==> config.mk <==
export PLATFORM = sky130hd
export DESIGN_NAME = host_link_frame_parser
export DESIGN_NICKNAME = d
export VERILOG_FILES = /design/src/rtl/hlfp_pkg.sv /design/src/rtl/hlfp_parse_core.sv /design/src/rtl/host_link_frame_parser.sv
export SDC_FILE = /design/constraint.sdc
export NUM_CORES = 1
export LEC_CHECK = 0
export ABC_CLOCK_PERIOD_IN_PS = 2700
export BUFFER_PORTS_ARGS = -buffer_cell sky130_fd_sc_hd__buf_4
export CORE_ASPECT_RATIO = 0.5
export CORE_MARGIN = 2
export CORE_UTILIZATION = 40
export DETAILED_ROUTE_END_ITERATION = 7
export SLEW_MARGIN = 20
export SYNTH_ARGS = -nofsm -noshare
export SYNTH_HDL_FRONTEND = slang
export SYNTH_SLANG_ARGS = --single-unit
==> constraint.sdc <==
create_clock -name clk -period 2.7 [get_ports clk]
set_clock_uncertainty 0.05 [all_clocks]
set_input_delay 0.405 -clock clk [delete_from_list [all_inputs] [get_ports clk]]
set_output_delay 0.405 -clock clk [all_outputs]
set_load 0.02 [all_outputs]
==> src/rtl/hlfp_pkg.sv <==
package hlfp_pkg;

	// frame layout
	localparam int unsigned PAYLOAD_CAPTURE = 7;
	localparam int unsigned COUNT_W = $clog2(PAYLOAD_CAPTURE + 1);
	localparam logic [7:0] SYNC_BYTE = 8'h7E;
	localparam logic [7:0] LINKQ_KIND = 8'hFE;

	// result status codes
	localparam logic [1:0] STATUS_LINKQ = 2'd0;
	localparam logic [1:0] STATUS_OTHER = 2'd1;
	localparam logic [1:0] STATUS_ERROR = 2'd2;

	// one result beat
	typedef struct packed {
		logic [1:0] frame_status;
		logic [7:0] analog_one;
		logic [7:0] analog_two;
		logic [7:0] link_quality;
	} hlfp_result_t;

endpackage

==> src/rtl/hlfp_parse_core.sv <==
module hlfp_parse_core
	import hlfp_pkg::*;
(
	input  logic         clk,
	input  logic         arst_n,
	input  logic         step,
	input  logic [7:0]   rx_byte,
	output logic         res_valid,
	output hlfp_result_t res
);

	localparam logic [1:0] PH_HUNT    = 2'd0;
	localparam logic [1:0] PH_KIND    = 2'd1;
	localparam logic [1:0] PH_PAYLOAD = 2'd2;
	localparam logic [1:0] PH_TRAILER = 2'd3;

	logic [1:0]         phase_q;
	logic [1:0]         phase_d;
	logic [COUNT_W-1:0] count_q;
	logic [7:0]         kind_q;
	logic [7:0]         cap_q [3];
	logic [7:0]         latch_q [3];
	logic               good_linkq;

	// next phase
	always_comb begin
		phase_d = phase_q;
		unique case (phase_q)
			PH_HUNT: begin
				if (rx_byte == SYNC_BYTE) phase_d = PH_KIND;
			end
			PH_KIND: begin
				if (rx_byte != SYNC_BYTE) phase_d = PH_PAYLOAD;
			end
			PH_PAYLOAD: begin
				if (count_q == COUNT_W'(PAYLOAD_CAPTURE)) phase_d = PH_TRAILER;
			end
			PH_TRAILER: begin
				phase_d = PH_HUNT;
			end
			default: phase_d = PH_HUNT;
		endcase
	end

	assign good_linkq = (phase_q == PH_TRAILER) && (rx_byte == SYNC_BYTE)
		&& (kind_q == LINKQ_KIND);

	// control state
	always_ff @(posedge clk or negedge arst_n) begin
		if (!arst_n) begin
			phase_q <= PH_HUNT;
			count_q <= '0;
			kind_q  <= '0;
		end else if (step) begin
			phase_q <= phase_d;
			if (phase_q == PH_KIND && rx_byte != SYNC_BYTE) begin
				kind_q  <= rx_byte;
				count_q <= '0;
			end else if (phase_q == PH_PAYLOAD && count_q != COUNT_W'(PAYLOAD_CAPTURE)) begin
				count_q <= count_q + COUNT_W'(1);
			end
		end
	end

	// first three payload bytes, no reset
	always_ff @(posedge clk) begin
		if (step && phase_q == PH_PAYLOAD && count_q < COUNT_W'(3)) begin
			cap_q[count_q[1:0]] <= rx_byte;
		end
	end

	// latched readings
	always_ff @(posedge clk or negedge arst_n) begin
		if (!arst_n) begin
			latch_q[0] <= '0;
			latch_q[1] <= '0;
			latch_q[2] <= '0;
		end else if (step && good_linkq) begin
			latch_q[0] <= cap_q[0];
			latch_q[1] <= cap_q[1];
			latch_q[2] <= cap_q[2];
		end
	end

	// result for a trailer byte
	assign res_valid = (phase_q == PH_TRAILER);

	always_comb begin
		if (rx_byte != SYNC_BYTE) begin
			res.frame_status = STATUS_ERROR;
		end else if (kind_q == LINKQ_KIND) begin
			res.frame_status = STATUS_LINKQ;
		end else begin
			res.frame_status = STATUS_OTHER;
		end
		res.analog_one   = good_linkq ? cap_q[0] : latch_q[0];
		res.analog_two   = good_linkq ? cap_q[1] : latch_q[1];
		res.link_quality = good_linkq ? cap_q[2] : latch_q[2];
	end

	a_trailer_to_hunt: assert property (@(posedge clk) disable iff (!arst_n)
		step && phase_q == PH_TRAILER |=> phase_q == PH_HUNT)
		else $error("parser did not return to hunting after trailer");

	a_idle_holds: assert property (@(posedge clk) disable iff (!arst_n)
		!step |=> $stable(phase_q) && $stable(latch_q[2]) && $stable(count_q))
		else $error("parser state moved without a beat");

	a_payload_stays: assert property (@(posedge clk) disable iff (!arst_n)
		step && phase_q == PH_PAYLOAD && count_q != COUNT_W'(PAYLOAD_CAPTURE)
		|=> phase_q == PH_PAYLOAD)
		else $error("payload phase left early");

	a_latch_only_good: assert property (@(posedge clk) disable iff (!arst_n)
		!(step && good_linkq) |=> $stable(latch_q[0]) && $stable(latch_q[1]))
		else $error("readings changed without a good link quality frame");

endmodule

==> src/rtl/host_link_frame_parser.sv <==
// host link frame parser
// input channel: one received byte per beat on rx_byte, in_valid / in_ready
// output channel: one result beat per trailer byte on frame_status and the
//   three latched readings, out_valid / out_ready
// bytes that are not trailers produce no output beat
// a byte is held in an input register, then parsed in a single pass and the
// result, if any, goes into an output register
// throughput: one byte per cycle while no trailer byte is stalled, set by the single parse pass
// while a result waits in the output register, bytes that give no result
// still flow; a trailer byte waits in the input register until the output
// register is taken or freed, and in_ready drops only then
// reset clears both valid flags, the parse phase, the frame type and the
// latched readings, and the parser starts hunting for the sync byte
module host_link_frame_parser
	import hlfp_pkg::*;
(
	input  logic       clk,
	input  logic       arst_n,
	input  logic       in_valid,
	output logic       in_ready,
	input  logic [7:0] rx_byte,
	output logic       out_valid,
	input  logic       out_ready,
	output logic [1:0] frame_status,
	output logic [7:0] analog_one,
	output logic [7:0] analog_two,
	output logic [7:0] link_quality
);

	logic         valid_s1;
	logic [7:0]   byte_s1;
	logic         out_valid_q;
	hlfp_result_t res_q;
	logic         core_res_valid;
	hlfp_result_t core_res;
	logic         stall;
	logic         step;

	// hold the byte when its result cannot be stored
	assign stall    = valid_s1 && core_res_valid && out_valid_q && !out_ready;
	assign step     = valid_s1 && !stall;
	assign in_ready = !stall;

	// input register
	always_ff @(posedge clk or negedge arst_n) begin
		if (!arst_n) begin
			valid_s1 <= 1'b0;
		end else if (in_ready) begin
			valid_s1 <= in_valid;
		end
	end

	always_ff @(posedge clk) begin
		if (in_valid && in_ready) begin
			byte_s1 <= rx_byte;
		end
	end

	hlfp_parse_core u_core (
		.clk       (clk),
		.arst_n    (arst_n),
		.step      (step),
		.rx_byte   (byte_s1),
		.res_valid (core_res_valid),
		.res       (core_res)
	);

	// output register
	always_ff @(posedge clk or negedge arst_n) begin
		if (!arst_n) begin
			out_valid_q <= 1'b0;
		end else if (step && core_res_valid) begin
			out_valid_q <= 1'b1;
		end else if (out_ready) begin
			out_valid_q <= 1'b0;
		end
	end

	always_ff @(posedge clk) begin
		if (step && core_res_valid) begin
			res_q <= core_res;
		end
	end

	assign out_valid    = out_valid_q;
	assign frame_status = res_q.frame_status;
	assign analog_one   = res_q.analog_one;
	assign analog_two   = res_q.analog_two;
	assign link_quality = res_q.link_quality;

endmodule

=== Word level (Yosys, flattened, before mapping) ===
Memory sizes are Yosys's and may differ from the RTL's.
Index checks and enable logic that the tools add are counted.

* Add/sub/neg operators: 1
* $lt $le $gt $ge: 1
* Eq/ne operators: 11
* Mux-type cells: 14
* Reduce and logical (&&, ||, !) cells: 21

{| class="wikitable"
|+ Operators with widths
! operator !! number
|-
| $mux 8 || 3
|-
| $logic_and 1x1->1 || 13
|-
| $eq 8x7->1 const B || 1
|-
| $eq 8x8->1 const B || 1
|-
| $ne 8x7->1 const B || 1
|-
| $pmux 2 s4 || 1
|-
| $mux 2 || 3
|-
| $mux 3 || 2
|-
| $mux 1 || 5
|-
| $eq 2x2->1 const B || 2
|-
| $ne 2x1->1 const B || 2
|-
| $reduce_and 2->1 || 2
|-
| $reduce_and 4->1 || 1
|-
| $reduce_bool 2->1 || 2
|-
| $add 3x1->3 const B || 1
|-
| $eq 3x3->1 const B || 1
|-
| $lt 3x2->1 const B || 1
|-
| $ne 3x3->1 const B || 1
|-
| $eq 2x1->1 const B || 1
|-
| $logic_not 1->1 || 2
|-
| $logic_not 2->1 || 1
|-
| $ne 2x2->1 const B || 1
|}

* Register bits after elaboration: 73
* Memory bits (writable): 24
* Input port bits: 12
* Output and inout port bits: 28
* Memories: 1

{| class="wikitable"
|+ Memories
! memory !! words !! width !! read ports !! clocked after memory_dff !! write ports !! line !! RTL
|-
| u_core.cap_q || 3 || 8 || 3 || 0 || 1 || hlfp_parse_core.sv:21 || <nowiki>logic [7:0] cap_q [3];</nowiki>
|}

=== Longest topological paths before layout ===
Gate-level depths: netlist (run 1).

* Depth after elaboration: 10
* Depth in mapped cells: 6
* Mapped depth without buffers: 6

=== Hierarchy ===
A second synthesis (run 1) with hierarchy kept.

* Cell total of the unflattened synthesis: 214
* Area total of the unflattened synthesis: 3937.5 um^2

{| class="wikitable"
|+ Modules (own cells, without submodules)
! module !! times used !! cells each !! area each (um^2)
|-
| hlfp_parse_core || 1 || 170 || 2795.2
|-
| host_link_frame_parser || 1 || 44 || 1142.3
|}

=== Least setup slack after synthesis (run 1) ===
No wires, ideal clock.

* Kind: register to register
* From: register u_core.phase_q[0]
* To: memory u_core.cap_q[0][0] (enable)
* Arrival: 1.569 ns
* Setup slack: 0.710 ns
* Cell stages (with the launch flop): 7
* Path buffers: 1
* Period minus slack after synthesis: 1.990 ns
* Cell sequence: dfrtp_1 -> ha_1 -> nand3b_1 -> and2_1 -> buf_2 -> nand4b_1 -> nor2_1

* Cells in the longest elaborated chain, start to end: 10

{| class="wikitable"
|+ Ends and longest elaborated chain
! element !! line !! RTL
|-
| from (decl) || hlfp_parse_core.sv:17 || <nowiki>logic [1:0] phase_q;</nowiki>
|-
| from (signal assigned) || hlfp_parse_core.sv:55 || <nowiki>phase_q <= phase_d;</nowiki>
|-
| $eq 2x2->1 || hlfp_parse_core.sv:86 || <nowiki>assign res_valid = (phase_q == PH_TRAILER);</nowiki>
|-
| $logic_and 1x1->1 (3 in a row) || host_link_frame_parser.sv:40 || <nowiki>assign stall = valid_s1 && core_res_valid && out_valid_q && !out_ready;</nowiki>
|-
| $logic_not 1->1 || host_link_frame_parser.sv:41 || <nowiki>assign step = valid_s1 && !stall;</nowiki>
|-
| $logic_and 1x1->1 || host_link_frame_parser.sv:41 ||
|-
| $logic_and 1x1->1 (*) (2 in a row) || hlfp_parse_core.sv:67 || <nowiki>if (step && phase_q == PH_PAYLOAD && count_q < COUNT_W'(3)) begin</nowiki>
|-
| $mux 1 (*) || hlfp_parse_core.sv:67 ||
|-
| $mux 1 (implied by the code) (*) || hlfp_parse_core.sv:68 || <nowiki>cap_q[count_q[1:0]] <= rx_byte;</nowiki>
|-
| to (decl) || hlfp_parse_core.sv:21 ||
|}

Mark *: on every way between the ends. The rest lies on a longest branch, timed or not.

=== Worst setup path after layout (run 1) ===
* From: register u_core.phase_q[1]
* To: memory u_core.cap_q[1][0] (enable)

The elaborated chain is that of the path after synthesis.

==> out/results.txt, run 1 <==
Status - finished, violations left
Violated checks - negative hold slack
Vias - 1923
Post-DR vias/cell - 4.72
Crit path buf inv count - 0
Layout cells sized above 1 - 0.449
CTS tree - built
Area growth syn-to-layout - 19.4%
Die X - 146 um
Delay-heaviest family, CP - simple AND/OR/NAND/NOR gates
Actual slew at the worst max-slew pin - 0.684 ns
Post-synthesis net count - 242
Cell Rows - 25
Postcts setup bufs - 0
Drt wl/cell - 16.8 um
Max IR drop VDD - 397 uV
CP Cell Sequence - ha_1 -> nand3b_1 -> and2_1 -> nand4b_1 -> nor2_1
Cts repair resizes - 0
Min-Delay Path Class - primary input to async pin
Critical Path RT - 2.63 ns
Core Box Area - 0.00963 sq mm
Die height - 75.1 um
Clock transition at path regs - 0.07 ns
Hold Slack - -0.0146 ns
Seq cells post-synth - 97
CP arrival - 2.24 ns
DRT iter0 DRCs - 153
Full die area - 0.0110 sq mm
TNS Setup - 0 ns
CTS Root Cell - clkbuf_16
Period utilisation layout - 0.855
Syn Inst Count - 220
Clock Path Buffers - 2
PD cells - 859 mW/mm^2
Max stage delay on crit path - 0.56 ns
Final HPWL DP - 4480 um
DRC - 0
PortBufs - 39
Slowest-stage cell, CP - nor2_1
Clock net sink count - 97
Clock latency on the worst-skew pair - 0.35 ns
First-pass GRT wire length - 11000 um
Leakage - 2.12 nW
RSZ-0062 raised after global routing - no
FMAX - 433 MHz
Remaining global-route overflow - 0
RD Place Congestion - 0.758
Pins Over Slew Limit - 0
Initial antenna violation count - 0
Final setup violating endpoints - 0
Antenna Cells - 0
Crit. End Element - flop
Slew headroom - 0.542
Fin crit period - 2.31 ns
# Max-Cap Violations - 0
Uppermost metal layer occupied by signal nets - met4
Critical path class - flop to flop
Sequential share of the synthesized area - 0.672
Fin area - 0.00483 sq mm
Endpoints failing hold - 23
Pin count of the biggest net entering global routing - 40
I/O pin cnt - 40
Crit start category - flop
Routed Antenna Nets - 0
CP max FO - 8
Yosys synthesis warning count - 0
Distinct cells, synth - 31
CTS buffer count - 9
Routed WL - 6840 um
Layout net count - 289
M1 wire length - 3250 um
Met2 wire length - 3190 um
Placed Area - 0.00447 sq mm
Finished Layout Cells - 407
Number of global-route vias before repair - 2097
Mean Syn Cell Area - 18.4 sq um
Global Route Usage Sum - 0.137
Commonest non-fill, non-tap cells in the layout - 58 x edfxtp_1, 41 x buf_4, 40 x mux2_4
Initial core utilization - 0.420
Hold Buf Count CTS - 0
Routed met3 length - 320 um
Placed cells - 391
Most common cell after layout, fill and taps aside - edfxtp_1
Mapped Area - 0.00404 sq mm
Htree depth - 3
Final Util - 0.501
1st-pass router iterations - 4
-- metrics by stage --
stage / worst slack, ns / power [mW]
finish: 0.391 / 4.15
global placement: 0.503 / 2.64
CTS: 0.394 / 4.19
floorplan: 0.710 / 2.41
global route: 0.239 / 4.35
detailed placement: 0.384 / 2.68
-- synthesized netlist by cell type --
cell type / n / area (sq um)
a31oi_1: 2 / 12.5
and2_1: 3 / 18.8
and3_4: 1 / 11.3
buf_2: 1 / 5.00
buf_6: 4 / 45.0
dfrtp_1: 39 / 976
edfxtp_1: 58 / 1740
ha_1: 10 / 125
inv_1: 10 / 37.5
mux2_1: 1 / 11.3
mux2_2: 16 / 180
mux2_4: 40 / 601
mux2i_1: 1 / 10.0
nand2_1: 5 / 18.8
nand2_2: 1 / 6.26
nand2b_1: 2 / 12.5
nand3_4: 2 / 35.0
nand3b_1: 1 / 7.51
nand4_1: 1 / 6.26
nand4b_1: 2 / 17.5
nand4b_4: 2 / 47.6
nor2_1: 6 / 22.5
nor2_4: 2 / 22.5
nor2b_1: 1 / 6.26
o2111ai_2: 1 / 15.0
o21a_1: 1 / 7.51
o21ai_0: 3 / 15.0
o221ai_1: 1 / 8.76
o22ai_1: 1 / 6.26
or3_1: 1 / 6.26
or4_1: 1 / 7.51
-- routing by layer --
layer / vias up / track usage
met2: 36 / 0.224
met4: 0 / 0.0421
met5: - / 0
met1: 973 / 0.170
met3: 7 / 0.0576
li1: 907 / -
-- sequential cells by signal, indices dropped and copies added, names as in the netlist --
register and count:
byte_s1 8, out_valid 1, u_core.kind_q 8, u_core.count_q 3, u_core.cap_q 24, analog_one 8
analog_two 8, u_core.latch_q 24, u_core.phase_q 2, link_quality 8, valid_s1 1, frame_status 2
-- cell families (layout without fill, tap and decap cells) --
group	Yosys count	count (layout)	synth area share
flip-flops	97	97	0.672
multiplexers	58	58	0.198
AND/OR/NAND/NOR	31	31	0.0610
buffers and inverters	15	67	0.0217
adder cells (fa/ha/maj)	10	10	0.0309
AO/OA/AOI/OAI	9	9	0.0161
-- final cells by class --
cell class,instances,area [sq um]
fillers,833,4810
clock buffers,10,239
repair buffers,41,308
inverters,10,37.5
well taps,135,169
clock inverters,6,119
multi-input cells,108,1240
flip-flops and latches,97,2720
-- report_power, final --
group | total, mW | switching (mW) | internal [mW] | leakage, nW
Combinational | 0.707 | 0.404 | 0.302 | 0.889
Clock | 1.51 | 0.565 | 0.944 | 0.176
Sequential | 1.93 | 0.126 | 1.80 | 1.05
-- path summary, 6_finish.rpt --
| kind | start | endpoint | slack, ns | cells past startpoint |
|---|---|---|---|---|
| setup / recovery | u_core.phase_q[1] | u_core.cap_q[1][0] | 0.39 | 5 |
| hold / removal | arst_n | u_core.latch_q[1] | -0.01 | 1 |
| setup reg to reg | u_core.phase_q[1] | u_core.cap_q[1][0] | 0.39 | 5 |
| hold reg to reg | u_core.cap_q[1][0] | u_core.latch_q[8] | 0.45 | 1 |
| max in group asynchronous | arst_n | u_core.latch_q[14] | 2.25 | 1 |
| min in group clk | rx_byte[6] | byte_s1[6] | 0.19 | 1 |
Power figures use the tool's default switching activity.
==> run 2, diff against run 1 <==
- ABC_CLOCK_PERIOD_IN_PS: 2700 -> 2650
- clock period: 2.7 -> 2.65 ns (I/O delays scaled with it)
==> out/results.txt, run 2 (synthesis results as in run 1) <==
Reg2Reg Depth - 5
Crit start category - flop
Most common cell after layout, fill and taps aside - edfxtp_1
Worst R2R Setup Slack - 0.36 ns
Clock transition at path regs - 0.06 ns
Cts repair resizes - 0
Core Box Area - 0.00963 sq mm
Die height - 75.1 um
FMAX - 437 MHz
Fin area - 0.00475 sq mm
CTS tree - built
FF-to-FF End - u_core.cap_q[0][7]
Layout net count - 290
Fin crit period - 2.29 ns
Multi-input gate area - 0.00124 sq mm
Register area - 0.00272 sq mm
Fin worst setup slack - 0.362 ns
CP arrival - 2.21 ns
Clock latency on the worst-skew pair - 0.33 ns
Endpoints failing hold - 35
Clock Path Buffers - 2
Hold Buf Count CTS - 0
Routed WL - 6840 um
Max IR drop VDD - 322 uV
I/O pin cnt - 40
CTS buffer count - 9
Setup slack at placement - 0.364 ns
# Max-Cap Violations - 0
Pins Over Slew Limit - 0
Post-DR vias/cell - 4.81
PD cells - 816 mW/mm^2
Number of global-route vias before repair - 2101
Worst Setup SP - u_core.phase_q[0]
Vias - 1962
Final Util - 0.493
Clock net sink count - 97
Pin count of the biggest net entering global routing - 40
1st-pass router iterations - 4
DRC - 0
TNS Setup - 0 ns
Slew headroom - 0.567
Routed Antenna Nets - 0
PortBufs - 39
Critical Path RT - 2.57 ns
Final HPWL DP - 4530 um
CP max FO - 8
Full die area - 0.0110 sq mm
Actual slew at the worst max-slew pin - 0.647 ns
First-pass GRT wire length - 11000 um
Die X - 146 um
Antenna Cells - 0
Global Route Usage Sum - 0.136
Remaining global-route overflow - 0
Crit. End Element - flop
Filler instances - 819
RD Place Congestion - 0.748
Commonest non-fill, non-tap cells in the layout - 58 x edfxtp_1, 42 x buf_4, 40 x mux2_4
Cell Rows - 25
Area growth syn-to-layout - 17.5%
Postcts setup bufs - 0
Period utilisation layout - 0.863
Htree depth - 3
R2R Path Start - u_core.phase_q[0]
Layout cells sized above 1 - 0.443
Drt wl/cell - 16.8 um
Min-Delay Path Class - primary input to async pin
Initial core utilization - 0.420
Placed Area - 0.00448 sq mm
Violated checks - negative hold slack
CTS Root Cell - clkbuf_16
DRT iter0 DRCs - 163
Final setup violating endpoints - 0
Critical path class - flop to flop
Leakage - 2.08 nW
Status - finished, violations left
Initial antenna violation count - 0
RSZ-0062 raised after global routing - no
Hold Slack - -0.00844 ns
Total Power - 3.87 mW
## run 2: cell type report
cell class,instances,area share
Clock buffer,11,0.0511
Clock inverter,5,0.00632
Tap cell,135,0.0356
Sequential cell,97,0.572
Inverter,10,0.00790
Timing Repair Buffer,42,0.0664
Multi-Input combinational cell,108,0.261
## run 2: worst max-delay path, stage by stage (launching register included)
cell and delay [ns]:
dfrtp_1 0.40, ha_1 0.28, nand3b_1 0.16, and2_1 0.30
nand4b_1 0.19, nor2_1 0.54
## run 2: power by group
| part | internal [mW] | switching [mW] | total (mW) |
|---|---|---|---|
| Clock | 0.659 | 0.531 | 1.19 |
| Combinational | 0.308 | 0.411 | 0.720 |
| Sequential | 1.84 | 0.126 | 1.97 |
| Total | 2.81 | 1.07 | 3.87 |
## run 2: through the flow
| stage | std cells | hold WS (ns) |
|---|---|---|
| after detailed placement | 392 | 0.366 |
| final | 408 | -0.00844 |
| after global routing | 408 | 0.0368 |
| after floorplan | 220 | 0.0519 |
| after CTS | 408 | 0.0104 |
| after global placement | 392 | 0.363 |
## run 2: how the worst max path moves through the flow
stage | endpoint | slack, ns | depth (start not counted)
finish | u_core.cap_q[0][7] | 0.36 | 5
global route | u_core.cap_q[0][3] | 0.22 | 5
CTS | u_core.cap_q[0][7] | 0.36 | 5
detailed placement | u_core.cap_q[0][4] | 0.36 | 5
global placement | u_core.cap_q[0][5] | 0.51 | 5
floorplan | u_core.cap_q[0][0] | 0.66 | 6
## run 2: per-layer routing
| layer | track usage | share of wire | vias up |
|---|---|---|---|
| li1 | - | - | 903 |
| met5 | 0 | 0 | - |
| met1 | 0.171 | 0.46 | 1005 |
| met2 | 0.225 | 0.48 | 45 |
| met4 | 0.0561 | 0.014 | 0 |
| met3 | 0.0430 | 0.046 | 9 |
